--- config.mk ---
export PLATFORM = sky130hd
export DESIGN_NAME = url_query_param_parser_flat
export DESIGN_NICKNAME = d
export VERILOG_FILES = /design/src/design/uqpp_pkg.sv /design/src/design/uqpp_stream_if.sv /design/src/design/url_query_param_parser.sv /design/src/flat_wrapper.sv
export VERILOG_INCLUDE_DIRS = /design/src /design/src/design
export SDC_FILE = /design/constraint.sdc
export NUM_CORES = 1
export LEC_CHECK = 0
export BUFFER_PORTS_ARGS = -buffer_cell sky130_fd_sc_hd__buf_2
export CORE_MARGIN = 1
export CORE_UTILIZATION = 57
export CTS_CLUSTER_SIZE = 30
export DETAILED_ROUTE_END_ITERATION = 10
export PLACE_DENSITY_LB_ADDON = 0.05
export SYNTH_ARGS = -nofsm -noshare
export SYNTH_HDL_FRONTEND = slang
export SYNTH_SLANG_ARGS = --single-unit
--- constraint.sdc ---
create_clock -name clk -period 3.6 [get_ports clk]
set_input_delay 0.54 -clock clk [delete_from_list [all_inputs] [get_ports clk]]
set_output_delay 0.54 -clock clk [all_outputs]
set_load 0.005 [all_outputs]
--- src/design/url_query_param_parser_defines.svh ---
// Assertion macros for the URL query parser.
// Used by url_query_param_parser.sv; expects clk and rst_n in scope.
`ifndef URL_QUERY_PARAM_PARSER_DEFINES_SVH
`define URL_QUERY_PARAM_PARSER_DEFINES_SVH

// Same-cycle implication, disabled during reset
`define UQPP_ASSERT_NOW(label, ante, cons, msg) \
    label: assert property (@(posedge clk) disable iff (!rst_n) (ante) |-> (cons)) \
        else $error(msg);

// Next-cycle implication, disabled during reset
`define UQPP_ASSERT_NEXT(label, ante, cons, msg) \
    label: assert property (@(posedge clk) disable iff (!rst_n) (ante) |=> (cons)) \
        else $error(msg);

`endif

--- src/design/uqpp_pkg.sv ---
// Types, character codes and helpers for the URL query parser.
// No dependencies; used by the channel interface and the top level.
`timescale 1ns / 1ps

package uqpp_pkg;

    // Parser phase
    typedef enum logic [2:0] {
        PH_PAIR = 3'd0,
        PH_KEY  = 3'd1,
        PH_VAL  = 3'd2,
        PH_HEX1 = 3'd3,
        PH_HEX2 = 3'd4,
        PH_DONE = 3'd5
    } phase_t;

    // Result status codes
    localparam logic [2:0] ST_RUN         = 3'd0;
    localparam logic [2:0] ST_OK          = 3'd1;
    localparam logic [2:0] ST_TERM_IN_KEY = 3'd2;
    localparam logic [2:0] ST_NO_EQUALS   = 3'd3;
    localparam logic [2:0] ST_BAD_HEX     = 3'd4;
    localparam logic [2:0] ST_TRUNCATED   = 3'd5;

    // Character codes
    localparam logic [7:0] CH_AMP     = 8'h26;
    localparam logic [7:0] CH_EQUALS  = 8'h3D;
    localparam logic [7:0] CH_PERCENT = 8'h25;
    localparam logic [7:0] CH_SPACE   = 8'h20;
    localparam logic [7:0] CH_CR      = 8'h0D;
    localparam logic [7:0] CH_LF      = 8'h0A;

    // Marker for a byte that is not a hex digit
    localparam logic [4:0] HEX_NONE = 5'd16;

    // Input beat
    typedef struct packed {
        logic [7:0] in_byte;
        logic       first_byte;
        logic       last_byte;
    } query_t;

    // Output beat
    typedef struct packed {
        logic [7:0] data_byte;
        logic       data_valid;
        logic       in_value;
        logic       key_done;
        logic       pair_done;
        logic [2:0] status;
    } pair_t;

    // Space, CR or LF end the parse
    function automatic logic is_term(input logic [7:0] b);
        return (b == CH_SPACE) || (b == CH_CR) || (b == CH_LF);
    endfunction

    // Hex digit value, HEX_NONE when not a digit
    function automatic logic [4:0] hex_val(input logic [7:0] b);
        logic [4:0] v;
        v = HEX_NONE;
        if (b >= 8'h30 && b <= 8'h39)
        begin
            v = 5'(b - 8'h30);
        end
        else if (b >= 8'h61 && b <= 8'h66)
        begin
            v = 5'(b - 8'h57);
        end
        else if (b >= 8'h41 && b <= 8'h46)
        begin
            v = 5'(b - 8'h37);
        end
        return v;
    endfunction

endpackage

--- src/design/uqpp_stream_if.sv ---
// Valid/ready stream channel carrying one payload beat per handshake.
// Depends on uqpp_pkg for the default payload type.
`timescale 1ns / 1ps

interface uqpp_stream_if #(
    parameter type payload_t = uqpp_pkg::query_t
);
    logic     valid;
    logic     ready;
    payload_t payload;

    modport source (output valid, output payload, input ready);
    modport sink   (input valid, input payload, output ready);
endinterface

--- src/design/url_query_param_parser.sv ---
// Channel | Direction | Payload          | Beat
// query   | sink      | uqpp_pkg::query_t | one query-string byte
// pairs   | source    | uqpp_pkg::pair_t  | marked key/value byte or status
//
// Takes one byte per cycle while pairs does not stall; a beat is held in the
// input register and then leaves from the result register.
// The phase update is a single small decode between the two registers.
// Bytes that produce no result retire without using the result register.
// A stall on pairs holds the input register; reset returns to pair start.
//
// Depends on uqpp_pkg, uqpp_stream_if and url_query_param_parser_defines.svh.
`timescale 1ns / 1ps
`include "url_query_param_parser_defines.svh"

module url_query_param_parser (
    input  logic           clk,
    input  logic           rst_n,
    uqpp_stream_if.sink    query,
    uqpp_stream_if.source  pairs
);

    logic              in_valid_reg;
    uqpp_pkg::query_t  in_data_reg;
    uqpp_pkg::phase_t  phase_reg;
    uqpp_pkg::phase_t  phase_next;
    logic [3:0]        nibble_reg;
    logic [3:0]        nibble_next;
    logic              out_valid_reg;
    uqpp_pkg::pair_t   out_data_reg;

    uqpp_pkg::pair_t   res;
    logic              res_has;
    logic              advance;
    logic              accept;

    // Advance the input beat when it yields nothing or the result slot frees up
    assign advance = in_valid_reg && (!res_has || !out_valid_reg || pairs.ready);
    assign query.ready = !in_valid_reg || advance;
    assign accept = query.valid && query.ready;

    // Hold the input beat
    always_ff @(posedge clk or negedge rst_n)
    begin
        if (!rst_n)
        begin
            in_valid_reg <= 1'b0;
        end
        else if (query.ready)
        begin
            in_valid_reg <= query.valid;
        end
    end

    always_ff @(posedge clk)
    begin
        if (accept)
        begin
            in_data_reg <= query.payload;
        end
    end

    // Parser state register
    always_ff @(posedge clk or negedge rst_n)
    begin
        if (!rst_n)
        begin
            phase_reg  <= uqpp_pkg::PH_PAIR;
            nibble_reg <= 4'd0;
        end
        else if (advance)
        begin
            phase_reg  <= phase_next;
            nibble_reg <= nibble_next;
        end
    end

    // Decode one byte: next phase and the result beat
    always_comb
    begin
        uqpp_pkg::phase_t ph;
        logic [3:0]       hn;
        logic [7:0]       b;
        logic             last;
        logic [4:0]       hv;

        ph   = in_data_reg.first_byte ? uqpp_pkg::PH_PAIR : phase_reg;
        hn   = in_data_reg.first_byte ? 4'd0 : nibble_reg;
        b    = in_data_reg.in_byte;
        last = in_data_reg.last_byte;
        hv   = uqpp_pkg::hex_val(b);

        res         = '0;
        phase_next  = ph;
        nibble_next = hn;

        case (ph)
            uqpp_pkg::PH_PAIR,
            uqpp_pkg::PH_KEY:
            begin
                if (ph == uqpp_pkg::PH_PAIR && uqpp_pkg::is_term(b))
                begin
                    res.status = uqpp_pkg::ST_OK;
                end
                else if (ph == uqpp_pkg::PH_PAIR && b == uqpp_pkg::CH_AMP)
                begin
                    phase_next = uqpp_pkg::PH_KEY;
                    if (last) res.status = uqpp_pkg::ST_NO_EQUALS;
                end
                else if (uqpp_pkg::is_term(b))
                begin
                    res.status = uqpp_pkg::ST_TERM_IN_KEY;
                end
                else if (b == uqpp_pkg::CH_EQUALS)
                begin
                    res.key_done = 1'b1;
                    phase_next   = uqpp_pkg::PH_VAL;
                    if (last)
                    begin
                        res.pair_done = 1'b1;
                        res.status    = uqpp_pkg::ST_OK;
                    end
                end
                else
                begin
                    res.data_byte  = b;
                    res.data_valid = 1'b1;
                    phase_next     = uqpp_pkg::PH_KEY;
                    if (last) res.status = uqpp_pkg::ST_NO_EQUALS;
                end
            end
            uqpp_pkg::PH_VAL:
            begin
                if (b == uqpp_pkg::CH_AMP)
                begin
                    res.pair_done = 1'b1;
                    phase_next    = uqpp_pkg::PH_KEY;
                    if (last) res.status = uqpp_pkg::ST_NO_EQUALS;
                end
                else if (uqpp_pkg::is_term(b))
                begin
                    res.pair_done = 1'b1;
                    res.status    = uqpp_pkg::ST_OK;
                end
                else if (b == uqpp_pkg::CH_PERCENT)
                begin
                    phase_next = uqpp_pkg::PH_HEX1;
                    if (last) res.status = uqpp_pkg::ST_TRUNCATED;
                end
                else
                begin
                    res.data_byte  = b;
                    res.data_valid = 1'b1;
                    res.in_value   = 1'b1;
                    if (last)
                    begin
                        res.pair_done = 1'b1;
                        res.status    = uqpp_pkg::ST_OK;
                    end
                end
            end
            uqpp_pkg::PH_HEX1:
            begin
                if (hv == uqpp_pkg::HEX_NONE)
                begin
                    res.status = uqpp_pkg::ST_BAD_HEX;
                end
                else
                begin
                    nibble_next = hv[3:0];
                    phase_next  = uqpp_pkg::PH_HEX2;
                    if (last) res.status = uqpp_pkg::ST_TRUNCATED;
                end
            end
            uqpp_pkg::PH_HEX2:
            begin
                if (hv == uqpp_pkg::HEX_NONE)
                begin
                    res.status = uqpp_pkg::ST_BAD_HEX;
                end
                else
                begin
                    res.data_byte  = {hn, hv[3:0]};
                    res.data_valid = 1'b1;
                    res.in_value   = 1'b1;
                    phase_next     = uqpp_pkg::PH_VAL;
                    if (last)
                    begin
                        res.pair_done = 1'b1;
                        res.status    = uqpp_pkg::ST_OK;
                    end
                end
            end
            default:
            begin
                // Parse over: drop bytes until a restart
                phase_next = uqpp_pkg::PH_DONE;
            end
        endcase

        if (res.status != uqpp_pkg::ST_RUN)
        begin
            phase_next = uqpp_pkg::PH_DONE;
        end
    end

    assign res_has = res.data_valid || res.key_done || res.pair_done ||
                     (res.status != uqpp_pkg::ST_RUN);

    // Result register: load on a producing beat, drain on handshake
    always_ff @(posedge clk or negedge rst_n)
    begin
        if (!rst_n)
        begin
            out_valid_reg <= 1'b0;
        end
        else if (advance && res_has)
        begin
            out_valid_reg <= 1'b1;
        end
        else if (pairs.ready)
        begin
            out_valid_reg <= 1'b0;
        end
    end

    always_ff @(posedge clk)
    begin
        if (advance && res_has)
        begin
            out_data_reg <= res;
        end
    end

    assign pairs.valid   = out_valid_reg;
    assign pairs.payload = out_data_reg;

    // A held result always carries a marker
    `UQPP_ASSERT_NOW(a_result_marked, out_valid_reg,
        out_data_reg.data_valid || out_data_reg.key_done || out_data_reg.pair_done ||
        out_data_reg.status != uqpp_pkg::ST_RUN, "result beat without marker")

    // Value flag only rides on a data byte
    `UQPP_ASSERT_NOW(a_value_has_data, out_valid_reg && out_data_reg.in_value,
        out_data_reg.data_valid, "in_value set without data byte")

    // Any final status ends the parse
    `UQPP_ASSERT_NEXT(a_status_ends_parse, advance && res.status != uqpp_pkg::ST_RUN,
        phase_reg == uqpp_pkg::PH_DONE, "status issued but parser not done")

    // Done holds until a restart byte
    `UQPP_ASSERT_NEXT(a_done_sticky,
        phase_reg == uqpp_pkg::PH_DONE && advance && !in_data_reg.first_byte,
        phase_reg == uqpp_pkg::PH_DONE && !$past(res_has), "parser left done state")

endmodule
--- src/flat_wrapper.sv ---
// flat-port wrapper written by rule: the top's interface ports become plain ports
module url_query_param_parser_flat 
  (clk, rst_n, query_valid, query_payload, query_ready, pairs_valid, pairs_payload, pairs_ready);
  uqpp_stream_if query_i ();
  uqpp_stream_if pairs_i ();
  input  logic clk;
  input  logic rst_n;
  input wire logic [$bits(query_i.valid)-1:0] query_valid;
  input wire logic [$bits(query_i.payload)-1:0] query_payload;
  output wire logic [$bits(query_i.ready)-1:0] query_ready;
  output wire logic [$bits(pairs_i.valid)-1:0] pairs_valid;
  output wire logic [$bits(pairs_i.payload)-1:0] pairs_payload;
  input wire logic [$bits(pairs_i.ready)-1:0] pairs_ready;
  assign query_i.valid = query_valid;
  assign query_i.payload = query_payload;
  assign query_ready = query_i.ready;
  assign pairs_valid = pairs_i.valid;
  assign pairs_payload = pairs_i.payload;
  assign pairs_i.ready = pairs_ready;
  url_query_param_parser u_core (.clk(clk), .rst_n(rst_n), .query(query_i), .pairs(pairs_i));
endmodule
Word level (Yosys, flattened, before mapping)
Index checks and enable logic that the tools add are counted.

Multipliers: 0. $add $sub $neg: 3. Eq/ne operators: 11. $lt $le $gt $ge: 6. Bitwise operators: 0. Shift operators: 0. Div/mod/pow operators: 0. Reduce and logical (&&, ||, !) cells: 23. Multiplexer cells: 48.

Operators by type and width (count): $mux 3 (18); $mux 5 (7); $eq 8x6->1 const B (4); $mux 4 (7); $pmux 3 s4 (2); $eq 8x4->1 const B (2); $ge 8x7->1 const B (2); $le 8x7->1 const B (2); $sub 5x5->5 const B (3); $mux 2 (6); $pmux 4 s3 (1); $ge 8x6->1 const B (1); $le 8x6->1 const B (1); $logic_and 1x1->1 (8); $logic_or 1x1->1 (8); $eq 3x2->1 const B (2); $eq 5x5->1 const B (1); $mux 1 (5); $eq 3x1->1 const B (1); $eq 3x3->1 const B (1); $logic_not 1->1 (3); $logic_not 3->1 (1); $pmux 1 s3 (1); $reduce_bool 3->1 (1); other kinds (3) (3).

Memories: 0. Output and inout bits: 12. RAM bits: 0. Flip-flop bits (word level): 25. ROM bits: 0. Word-level logic and storage cells: 103. Bits in latches: 0. Input bits: 14.

Depth between registers and ports, before layout
Gate-level depths: netlist of the first run.

Word-level depth: 17. Gate-level depth with buffers: 9. Mapped depth without buffers: 9.

Least setup slack after synthesis of the first run
No wires, ideal clock.

Kind: reg2reg. From: register u_core.in_data_reg[2] in the netlist's numbering. To: register u_core.in_data_reg[0] in the netlist's numbering, enable pin. Data arrival time: 2374 ps. Stages on the path, launching flop included: 10. Path buffers: 0. Library setup time: 343 ps. Required time: 3257 ps. Slack: 883 ps. Clock period less this slack: 2717 ps. Cells stage by stage: edfxtp_1 inv_1 ha_1 nand4b_1 nor4b_2 a211oi_2 o21ai_1 nand4_1 o211ai_2 and2_1.

Longest elaborated chain between the ends: 17. Elaborated cells between the ends (all ways): 63. Those cells by class: add/sub (3); order compare (6); eq/ne (7); mux (30); reduce/logical (17).

RTL lines: start: declaration (RTL line url_query_param_parser.sv:23) `uqpp_pkg::query_t in_data_reg;`; start signal: assignment (RTL line url_query_param_parser.sv:58) `in_data_reg <= query.payload;`; $ge 8x7->1 or $le 8x7->1 (tied branches) (RTL line uqpp_pkg.sv:70) `else if (b >= 8'h41 && b <= 8'h46)`; $logic_and 1x1->1 (RTL line uqpp_pkg.sv:70); $mux 5 (RTL line uqpp_pkg.sv:70); $mux 5 (RTL line uqpp_pkg.sv:66) `else if (b >= 8'h61 && b <= 8'h66)`; $mux 5 (RTL line uqpp_pkg.sv:62) `if (b >= 8'h30 && b <= 8'h39)`; $eq 5x5->1 (RTL line url_query_param_parser.sv:163, url_query_param_parser.sv:176); $mux 5 (RTL line url_query_param_parser.sv:176) `if (hv == uqpp_pkg::HEX_NONE)`; $pmux 4 s3 (RTL line url_query_param_parser.sv:96) `case (ph)`; $logic_or 1x1->1 (2 in a row) (RTL line url_query_param_parser.sv:206) `assign res_has = res.data_valid || res.key_done || res.pair_done ||`; $logic_or 1x1->1 * (RTL line url_query_param_parser.sv:206); $logic_not 1->1 * (RTL line url_query_param_parser.sv:37) `assign advance = in_valid_reg && (!res_has || !out_valid_reg || pairs.ready);`; $logic_or 1x1->1 * (2 in a row) (RTL line url_query_param_parser.sv:37); $logic_and 1x1->1 * (RTL line url_query_param_parser.sv:37); $logic_or 1x1->1 * (RTL line url_query_param_parser.sv:38) `assign query.ready = !in_valid_reg || advance;`; net query_ready (RTL line flat_wrapper.sv:10) `output wire logic [$bits(query_i.ready)-1:0] query_ready;`; $logic_and 1x1->1 * (RTL line url_query_param_parser.sv:39) `assign accept = query.valid && query.ready;`; net u_core.accept (RTL line url_query_param_parser.sv:34) `logic accept;`.

Mark *: on every way through the listed nets, which the timed path passes. The rest lies on a longest branch. A chain may end at the register's enable or synchronous reset.

Worst setup path in the final report of the first run
From: register u_core.in_data_reg[3] in the netlist's numbering. To: output port query_ready.

Longest elaborated chain between the ends: 16. Elaborated cells between the ends (all ways): 62. Those cells by class: add/sub (3); order compare (6); eq/ne (7); mux (30); reduce/logical (16).

RTL lines (RTL line): $ge 8x7->1 or $le 8x7->1 (tied branches) (uqpp_pkg.sv:70); $logic_and 1x1->1 (uqpp_pkg.sv:70); $mux 5 (uqpp_pkg.sv:70); $mux 5 (uqpp_pkg.sv:66); $mux 5 (uqpp_pkg.sv:62); $eq 5x5->1 (url_query_param_parser.sv:163, url_query_param_parser.sv:176); $mux 5 (url_query_param_parser.sv:176); $pmux 4 s3 (url_query_param_parser.sv:96); $logic_or 1x1->1 (2 in a row) (url_query_param_parser.sv:206); $logic_or 1x1->1 * (url_query_param_parser.sv:206); $logic_not 1->1 * (url_query_param_parser.sv:37); $logic_or 1x1->1 * (2 in a row) (url_query_param_parser.sv:37); $logic_and 1x1->1 * (url_query_param_parser.sv:37); $logic_or 1x1->1 * (url_query_param_parser.sv:38); end: declaration (flat_wrapper.sv:10).

Mark *: on every way between the ends. The rest lies on a longest branch, timed or not.

==> results of run 1 <==
==> through the flow <==
stage	cell area, sq um	instances
2_1_floorplan	1780	172
4_1_cts	1943	227
3_5_place_dp	1917	223
3_3_place_gp	1917	223
5_1_grt	1957	228
6_report	1957	228
==> power by group through the flow <==
stage               registers, mW  logic, mW  clock network, mW
floorplan                   0.391      0.174                  0
global placement            0.413      0.217                  0
detailed placement          0.416      0.222                  0
CTS                         0.409      0.222              0.126
global route                0.418      0.245              0.137
finish                      0.410      0.226              0.128
==> logic make-up (layout without fill, tap and decap cells) <==
kind of cell,after synthesis,in the layout
simple gates,71,71
compound gates,55,55
flops,25,25
buf+inv,15,40
fa+ha+maj,4,4
mux,2,2
==> layout make-up <==
cell class                 count  area share
multi-input combinational    132      0.5058
sequential                    25      0.3708
timing repair buffer          27     0.07289
tap                           31     0.01982
inverter                       9     0.01726
clock buffer                   4     0.01343
==> final timing paths <==
path | cells after the start | startpoint | end
setup / recovery | 9 | u_core.in_data_reg[3] | query_ready
hold / removal | 1 | query_payload[2] | u_core.in_data_reg[2]
setup reg to reg | 9 | u_core.in_data_reg[3] | u_core.pairs.payload[0]
hold reg to reg | 2 | u_core.pairs.valid | u_core.pairs.valid
max in group asynchronous | 2 | rst_n | u_core.phase_reg[1]
min in group asynchronous | 2 | rst_n | u_core.phase_reg[2]
==> layer usage <==
layer | vias to the layer above | global-route usage | wire length, um
met5 | - | 0 | 0
met4 | 0 | 0.08503 | 58
met3 | 8 | 0.05134 | 272
met2 | 72 | 0.4105 | 1866
met1 | 733 | 0.3396 | 1785
li1 | 713 | - | -
==> critical path, cell delays in order (launching register included) <==
cell      delay (ps)
edfxtp_1         510
inv_1            140
ha_1             320
nand3_1          140
nor2_1           290
a211oi_1         100
o21ai_1          380
nand4_1          220
o211ai_2         250
buf_2            150
==> synthesized netlist by cell type, types with 2 or more instances <==
library cell / n / area [sq um]
a21oi_2: 2 / 17.52
a22o_1: 4 / 35.03
nand3_1: 3 / 15.01
o21ai_1: 4 / 20.02
a21oi_1: 6 / 30.03
nand2_1: 16 / 60.06
nor4b_2: 3 / 45.04
edfxtp_1: 20 / 600.6
and2_1: 2 / 12.51
a21o_1: 3 / 22.52
nor3_1: 4 / 20.02
o21ai_0: 8 / 40.04
nor3_2: 2 / 20.02
dfrtp_1: 5 / 125.1
or3_1: 2 / 12.51
a211oi_1: 2 / 15.01
nor2_1: 10 / 37.54
nor2b_1: 2 / 12.51
inv_1: 9 / 33.78
nand4_1: 2 / 12.51
nand2b_1: 5 / 31.28
ha_1: 4 / 50.05
clkbuf_1: 3 / 11.26
and4b_1: 2 / 20.02
==> repair_timing <==
action	in CTS	in global routing
endpoints found under the setup margin	0	1
hold endpoints to repair	0	5
resized for setup	0	1
hold buffers	0	1
==> impl_results.md, run 1 <==
- Outcome: finished with violations
- Failing checks: DRC
- Leakage Power: ~0.76 nW
- Syn Inst Count: 172
- RD Place Congestion: about 0.9
- Area Overhead vs Synth: 9.909%
- Die X: 57.89 um
- RSZ-0062 raised after global routing: false
- Final Net Count: 216
- Clock transition at path regs: roughly 130 ps
- Number of synthesized flops with an enable pin: 20
- Switching power: between 0.2 and 0.3 mW
- FF+latch count, synth: 25
- VDD IR max: ~0.28 mV
- Pre-CTS setup slack: between 400 and 500 ps
- CTS tree: yes
- Worst-skew pair later-pin latency: roughly 330 ps
- Internal power: between 0.4 and 0.5 mW
- Vias in the first global route: roughly 1.4k
- Post-layout worst setup margin: between 200 and 250 ps
- Wire per inst: ~17 um
- Worst-Margin Slew: a little under 800 ps
- First-pass GRT wire length: ~6.4 mm
- Mean Syn Cell Area: roughly 10 sq um
- Antenna Cells: 0
- Number of port buffers: 25
- Worst Skew: just under 3 ps
- I/O pins: 26
- Commonest non-fill, non-tap cells in the layout: buf_2, edfxtp_1, nand2_1
- Filler cells: 220
- Die area: 3351 sq um
- Clk pwr share: 0.168
- TNS Setup: 0 ps
- Post-layout minimum cycle time: 3355 ps
- Starting Density: 0.6241
- Post-synthesis simple-gate area fraction: 0.2635
- Pwr Density: roughly 400 nW/um^2
- Detailed-placement wirelength estimate: approximately 3.1 mm
- Mux cell area share after synthesis: 0.01195
- Final hold vios: 0
- Main synth FF type: edfxtp_1
- Fmax: 298.0 MHz
- Crit path kind: flip-flop to output port
- Post-synthesis adder-cell area fraction: 0.02811
- Synth Area in XOR/XNOR: 0
- Fraction of power spent switching nets: 0.3481
- Critical Path RT: around 3100 ps
- Hold Path Class: input pin to flip-flop
- Post-synthesis sequential area ratio: 0.4076
- Largest net degree at the start of global routing: 17
- Row count: 19
- Antenna Violating Nets Remaining: 0
- Yosys cell types: 73
- H-Tree Depth: 1
- Flop-to-flop setup slack: roughly 500 ps
- Max_cap viols: 0
- DRT iter0 DRCs: 117
- GR Overflow Total: 0
- Kind of end point of the critical path: output port
- Routed via count: approximately 1.5k
- Hold WS: 373.9 ps
- YS warnings: 0
- Post-Syn Nets: 190
- # Post-CTS Setup Buffers: 0
- Synth Area in Compound Gates: 0.2502
- Setup violators final: 0
- TritonRoute pass-1 iters: 9
- Longest Clk Path Bufs: 2
- CTS root buf: clkbuf_4
- Vias/cell: between 6 and 7
- Netlist Area Pre-Place: 1780 sq um
- Fin crit share: 0.9321
- Comb power frac: 0.296
- Die Y-Extent: about 58 um
- Power, Total: about 0.76 mW
- Total core area: 2853 sq um
- Clock sinks: 25
- Reg power frac: 0.536
- WL final: 3.983 mm
- Post-synth ARST share: 0.2000
- CP startpoint kind: flip-flop
- Slew Viols, Final: 0
- Utilization after layout: 0.6860
- Global Route Usage Sum: 0.2530
- CTS Buf Count: 3
- Most common cell after layout, fill and taps aside: buf_2
- Fraction of layout cells with a size suffix above 1: 0.2741
- # DRC: 2
- Largest family of logic cells by synthesized area: simple AND/OR/NAND/NOR gates
- Area of the multi-input gates: just under 1000 sq um
- Antenna violations before repair: 0
- Storage cell area: around 730 sq um
- CP max FO: 8
- CP arrival: between 2000 and 3000 ps
- Slew Limit Headroom: 0.4821
Power figures use the tool's default switching activity.
==> run 2: changes to the inputs <==
--- a/config.mk
+++ b/config.mk
@@ -11,7 +11,9 @@
 export CORE_UTILIZATION = 57
 export CTS_CLUSTER_SIZE = 30
 export DETAILED_ROUTE_END_ITERATION = 10
+export GPL_TIMING_DRIVEN = 0
 export PLACE_DENSITY_LB_ADDON = 0.05
+export REMOVE_ABC_BUFFERS = 1
 export SYNTH_ARGS = -nofsm -noshare
 export SYNTH_HDL_FRONTEND = slang
 export SYNTH_SLANG_ARGS = --single-unit
==> run 2 against run 1 <==
Against the previous run:
- the flow still finishes with violations (DRC)
- via count decreased by 1.4%
- worst hold slack improved by 7.3 ps
- worst setup slack got worse by 100 ps
- sequential power about the same
- non-clock buffer count decreased by 1
- largest cell class unchanged
- largest power group unchanged
==> impl_results.md, run 2 (synthesis gave the netlist of run 1 again) <==
- Max_cap viols: 0 (unchanged)
- Global Route Usage Sum: 0.2542 (+0.001193)
- Crit path buf inv count: 2 (unchanged)
- # DRC: 1 (-1)
- Commonest non-fill, non-tap cells in the layout: buf_2, edfxtp_1, nand2_1
- Starting Density: 0.6241 (unchanged)
- VDD IR max: 0.2919 mV (+3.5%)
- CP startpoint kind: flip-flop
- Routed via count: 1504 (-1.4%)
- Slew Limit Headroom: 0.4427 (-0.03937)
- Die Y-Extent: 57.89 um (unchanged)
- Leakage Power: 0.7514 nW (-0.56%)
- Clock transition at path regs: 130 ps (about the same)
- DRT iter0 DRCs: 117 (unchanged)
- Antenna violations before repair: 0 (unchanged)
- Wire per inst: 17.10 um (-2.1%)
- CTS root buf: clkbuf_4
- Flop-to-flop setup slack: 400 ps (-90 ps)
- Worst Skew: 2.782 ps (-0.1852 ps)
- Antenna Violating Nets Remaining: 0 (unchanged)
- H-Tree Depth: 1 (unchanged)
- CP cell instances: inv_1 > ha_1 > nand4b_1 > nor4b_2 > a211oi_2 > o21ai_2 > nand4_1 > o211ai_2 > buf_2
- Filler cells: 250 (+14%)
- Worst-Margin Slew: 832.8 ps (+58.83 ps)
- Die X: 57.89 um (unchanged)
- # Post-CTS Setup Buffers: 0 (unchanged)
- Post-layout minimum cycle time: 3457 ps (+101.4 ps)
- Fraction of layout cells with a size suffix above 1: 0.2704 (-0.003704)
- Die area: 3351 sq um (unchanged)
- Worst-skew pair later-pin latency: 320 ps (about the same)
- Layout Cells excl Fill: 227 (-0.44%)
- Post-layout instance area: 1949 sq um (-0.38%)
- Storage cell area: 725.7 sq um (unchanged)
- FF-to-FF End: u_core.pairs.payload[0]
- Crit. Startpoint: u_core.in_data_reg[3]
- Row count: 19 (unchanged)
- Largest net degree at the start of global routing: 17 (unchanged)
- Critical Path End: query_ready
- Reg2reg path depth: 9 (unchanged)
- TNS Setup: 0 ps (unchanged)
- CP max FO: 7 (-1)
- Vias/cell: 6.626 (-1.0%)
- Kind of end point of the critical path: output port
- CP arrival: 2920 ps (+100 ps)
- TritonRoute pass-1 iters: 7 (-2)
- Detailed-placement wirelength estimate: 2.994 mm (-3.7%)
- Cell depth of the worst setup path: 9 (unchanged)
- Fin crit share: 0.9603 (+0.02818)
- Area of the multi-input gates: 989.7 sq um (unchanged)
- Hold Path Class: input pin to flip-flop
- Hold WS: 381.2 ps (+7.340 ps)
- Failing checks: DRC
- Highest-delay cell along the critical path: edfxtp_1
- Area Overhead vs Synth: 9.487%
- Most common cell after layout, fill and taps aside: buf_2
- CP peak stage delay: 530 ps (+20 ps)
- Pwr Density: 389.1 nW/um^2 (-0.45%)
- First-pass GRT wire length: 6.499 mm (+1.5%)
- Fmax: 289.3 MHz (-2.9%)
- Total core area: 2853 sq um (unchanged)
- Longest Clk Path Bufs: 2 (unchanged)
- GR Overflow Total: 0 (unchanged)
- Cell count after placement: 222 (-0.45%)
- Number of port buffers: 25 (unchanged)
- RSZ-0062 raised after global routing: false
- WL final: 3.881 mm (-2.6%)
- Setup violators final: 0 (unchanged)
- RR Startpoint: u_core.in_data_reg[3]
- Outcome: finished with violations
- I/O pins: 26 (unchanged)
- CTS tree: yes
- RD Place Congestion: 0.9099 (+1.3%)
- Antenna Cells: 0 (unchanged)
- Worst path top cell family by delay: simple AND/OR/NAND/NOR gates
- Crit path kind: flip-flop to output port
- Final Net Count: 215 (-0.46%)
- Post-detailed-placement cell area: 1909 sq um (-0.39%)
- Clock sinks: 25 (unchanged)
- CTS Buf Count: 3 (unchanged)
- Vias in the first global route: 1478 (+4.9%)
- Slew Viols, Final: 0 (unchanged)
- Final hold vios: 0 (unchanged)
- Critical Path RT: 3060 ps (about the same)
## run 2: cell types whose count changed in the layout (fill, tap and decap cells not counted), sizes merged
cell,change
buf,-1
## run 2: final cells by class
| cell class | count | share of cell area |
|---|---|---|
| multi-input combinational | 132 | 0.5077 |
| sequential | 25 | 0.3723 |
| timing repair buffer | 26 | 0.06932 |
| tap | 31 | 0.01990 |
| inverter | 9 | 0.01733 |
| clock buffer | 4 | 0.01348 |
## run 2: where the power goes
part / switching [mW] / internal [mW] / total [mW] / leakage [nW]
Clock: 0.0837 / 0.0434 / 0.127 / 0.0150
Combinational: 0.129 / 0.0933 / 0.222 / 0.487
Sequential: 0.0480 / 0.362 / 0.409 / 0.249
## run 2: worst min path at each step
stage	slack [ps]	start	end	cells after the start
after global routing	370	query_payload[5]	u_core.in_data_reg[5]	1
after CTS	380	query_payload[1]	u_core.in_data_reg[1]	1
final	380	query_payload[6]	u_core.in_data_reg[6]	1
after global placement	350	rst_n	u_core.in_valid_reg	1
after detailed placement	350	rst_n	u_core.pairs.valid	1
after floorplan	240	rst_n	u_core.in_valid_reg	0
## run 2: metrics by stage
| stage | utilization | setup WS [ps] | total power, mW |
|---|---|---|---|
| CTS | 0.6820 | 65.32 | 0.7581 |
| floorplan | - | 877.1 | 0.5581 |
| global placement | 0.6693 | 492.0 | 0.6233 |
| detailed placement | 0.6693 | 370.7 | 0.6325 |
| finish | 0.6833 | 143.1 | 0.7585 |
| global route | 0.6833 | 16.36 | 0.7987 |
## run 2: per-layer routing
metal  share of wire  GRT usage  wire [um]
met3           0.055    0.03571        214
met5               0          0          0
met1            0.43     0.3217       1675
met2            0.49     0.4351       1908
met4           0.021     0.1088         83
## run 2: repair_timing
action,4_1_cts,5_1_grt
endpoints found under the hold margin,5,0
resized for setup,0,1
setup endpoints to repair,0,1
hold buffers,1,0
## run 2: worst reg2reg max path: cells and delay by family (launching register included)
kind	cells	cell delay [ps]
AO/OA/AOI/OAI	3	600
flip-flops	1	530
AND/OR/NAND/NOR	3	1030
multiplexers	1	270
buffers and inverters	1	130
adder cells (fa/ha/maj)	1	300
==> run 3: changes to the inputs <==
--- a/config.mk
+++ b/config.mk
@@ -8,7 +8,7 @@
 export LEC_CHECK = 0
 export BUFFER_PORTS_ARGS = -buffer_cell sky130_fd_sc_hd__buf_2
 export CORE_MARGIN = 1
-export CORE_UTILIZATION = 57
+export CORE_UTILIZATION = 60
 export CTS_CLUSTER_SIZE = 30
 export DETAILED_ROUTE_END_ITERATION = 10
 export GPL_TIMING_DRIVEN = 0
==> constraint.sdc (replaced) <==
create_clock -name clk -period 4.05 [get_ports clk]
set_input_delay 0.6075 -clock clk [delete_from_list [all_inputs] [get_ports clk]]
set_output_delay 0.6075 -clock clk [all_outputs]
set_load 0.02 [all_outputs]
==> run 3 against run 2 <==
Against the previous run:
- the flow now finishes without violations
- die area is 4.8% lower
- sequential share of layout area grew 0.26 points
- power down 8.6%
- cell count fell by 0.44%
- core utilization grew 1.3 points
- register-to-register slack better by 330 ps
- via count increased by 2.7%
- worst setup slack better by 270 ps
==> impl_results.md, run 3 (synthesis gave the netlist of run 1 again) <==
- Post-layout minimum cycle time: 3640 ps
- Fin crit share: 0.8987
- CP max FO: 7 (unchanged)
- TNS Setup: 0 ps (unchanged)
- Worst Skew: 0.7910 ps (-1.991 ps)
- Final Net Count: 214 (-0.47%)
- Vias/cell: 6.832 (+3.1%)
- CP arrival: 3030 ps (+110 ps)
- First-pass GRT wire length: 6.734 mm (+3.6%)
- Row count: 19 (unchanged)
- Clock transition at path regs: 130 ps (about the same)
- Fraction of layout cells with a size suffix above 1: 0.2667 (-0.003741)
- Crit path kind: flip-flop to output port
- Kind of end point of the critical path: output port
- H-Tree Depth: 1 (unchanged)
- Worst-skew pair later-pin latency: 310 ps (about the same)
- WL final: 3.868 mm (-0.33%)
- Antenna Cells: 0 (unchanged)
- Hold Buf Count CTS: 0 (-1)
- Starting Density: 0.6401 (+0.01600)
- Most common cell after layout, fill and taps aside: buf_2
- I/O pins: 26 (unchanged)
- Critical Path RT: 3440 ps (+380 ps)
- Setup violators final: 0 (unchanged)
- Antenna violations before repair: 0 (unchanged)
- CTS root buf: clkbuf_4
- Total core area: 2781 sq um (-2.5%)
- Antenna Violating Nets Remaining: 0 (unchanged)
- Met2 Wirelength: 1.879 mm (-1.5%)
- Highest metal used: met4
- CTS tree: yes
- DRT iter0 DRCs: 101 (-14%)
- Max_cap viols: 0 (unchanged)
- Hold Path Class: input pin to async pin
- Area Overhead vs Synth: 8.714%
- CP startpoint kind: flip-flop
- Slew Limit Headroom: 0.4437 (+0.0009930)
- Die area: 3189 sq um (-4.8%)
- Longest Clk Path Bufs: 2 (unchanged)
- Final hold vios: 0 (unchanged)
- Leakage Power: 0.7471 nW (-0.57%)
- Vias in the first global route: 1503 (+1.7%)
- Commonest non-fill, non-tap cells in the layout: buf_2, edfxtp_1, nand2_1
- Die X: 56.48 um (-2.4%)
- Global Route Usage Sum: 0.2725 (+0.01838)
- Die Y-Extent: 56.48 um (-2.4%)
- RSZ-0062 raised after global routing: false
- Post-CTS sizing: 0 (unchanged)
- Reg2reg path depth: 8 (-1)
- Fmax: about 270 MHz
- M1 WL: 1.553 mm (-7.3%)
- RD Place Congestion: 0.8587 (-5.6%)
- Clock sinks: 25 (unchanged)
- Detailed-placement wirelength estimate: 2.979 mm (-0.50%)
- Filler cells: 224 (-10%)
- Met3 WL: 340 um (+59%)
- Post-detailed-placement cell area: 1909 sq um (unchanged)
- CTS Buf Count: 3 (unchanged)
- # Post-CTS Setup Buffers: 0 (unchanged)
- Slew Viols, Final: 0 (unchanged)
- Power, Total: 0.6937 mW (-8.6%)
- Post-layout instance area: 1936 sq um (-0.71%)
- # DRC: 0 (-1)
- Number of port buffers: 25 (unchanged)
- Pwr Density: 358.4 nW/um^2 (-7.9%)
- Worst-Margin Slew: 831.4 ps (-1.483 ps)
- Largest net degree at the start of global routing: 17 (unchanged)
- GR Overflow Total: 0 (unchanged)
- TritonRoute pass-1 iters: 5 (-2)
- Routed via count: 1544 (+2.7%)
- Outcome: finished clean
- VDD IR max: 0.3366 mV (+15%)
- Wire per inst: 17.12 um (+0.11%)
run 3: cell types whose count changed in the layout (fill, tap and decap cells not counted):
| cell | before | now |
|---|---|---|
| o21ai_2 | 1 | 0 |
| o21ai_1 | 3 | 4 |
| dlygate4sd3_1 | 1 | 0 |
run 3: worst paths after layout:
kind	start	to	slack, ps
min in group clk	query_payload[7]	u_core.in_data_reg[7]	460
max in group asynchronous	rst_n	u_core.phase_reg[2]	3850
max reg2reg	u_core.in_data_reg[3]	u_core.pairs.payload[2]	730
min	rst_n	u_core.in_valid_reg	80
min reg2reg	u_core.pairs.valid	u_core.pairs.valid	590
max	u_core.in_data_reg[3]	query_ready	410
run 3: through the flow:
step	setup WS, ps	utilization	instances	hold WS (ps)
finish	410.3	0.6959	226	76.12
detailed placement	791.3	0.6865	222	422.5
global placement	953.5	0.6865	222	419.1
global route	221.4	0.6959	226	63.82
CTS	471.1	0.6959	226	76.69
floorplan	1183	-	166	311.9
run 3: report_power, final:
part	switching, mW	internal (mW)	leakage (nW)
clock	0.0700	0.0385	0.0150
sequential	0.0426	0.321	0.249
combinational	0.139	0.0826	0.483
total	0.251	0.442	0.747
run 3: cell type report:
| cell class | count | area (sq um) | area share |
|---|---|---|---|
| multi-input cells | 132 | 985.9 | 0.5094 |
| flip-flops and latches | 25 | 725.7 | 0.3749 |
| repair buffers | 25 | 125.1 | 0.06464 |
| well taps | 31 | 38.79 | 0.02004 |
| inverters | 9 | 33.78 | 0.01745 |
| clock buffers | 4 | 26.28 | 0.01357 |
run 3: metal layers:
layer,vias up,GRT usage
li1,716,-
met1,722,0.3501
met2,93,0.4588
met3,13,0.04147
met4,0,0.1115
met5,-,0
run 3: worst max-delay path, stage by stage, from the launching register on:
cell and delay [ps]:
edfxtp_1 530, inv_1 130, ha_1 310, nand4b_1 200, nor4b_2 340, a211oi_2 170, o21ai_1 360, nand4_1 230
o211ai_2 260, buf_2 190
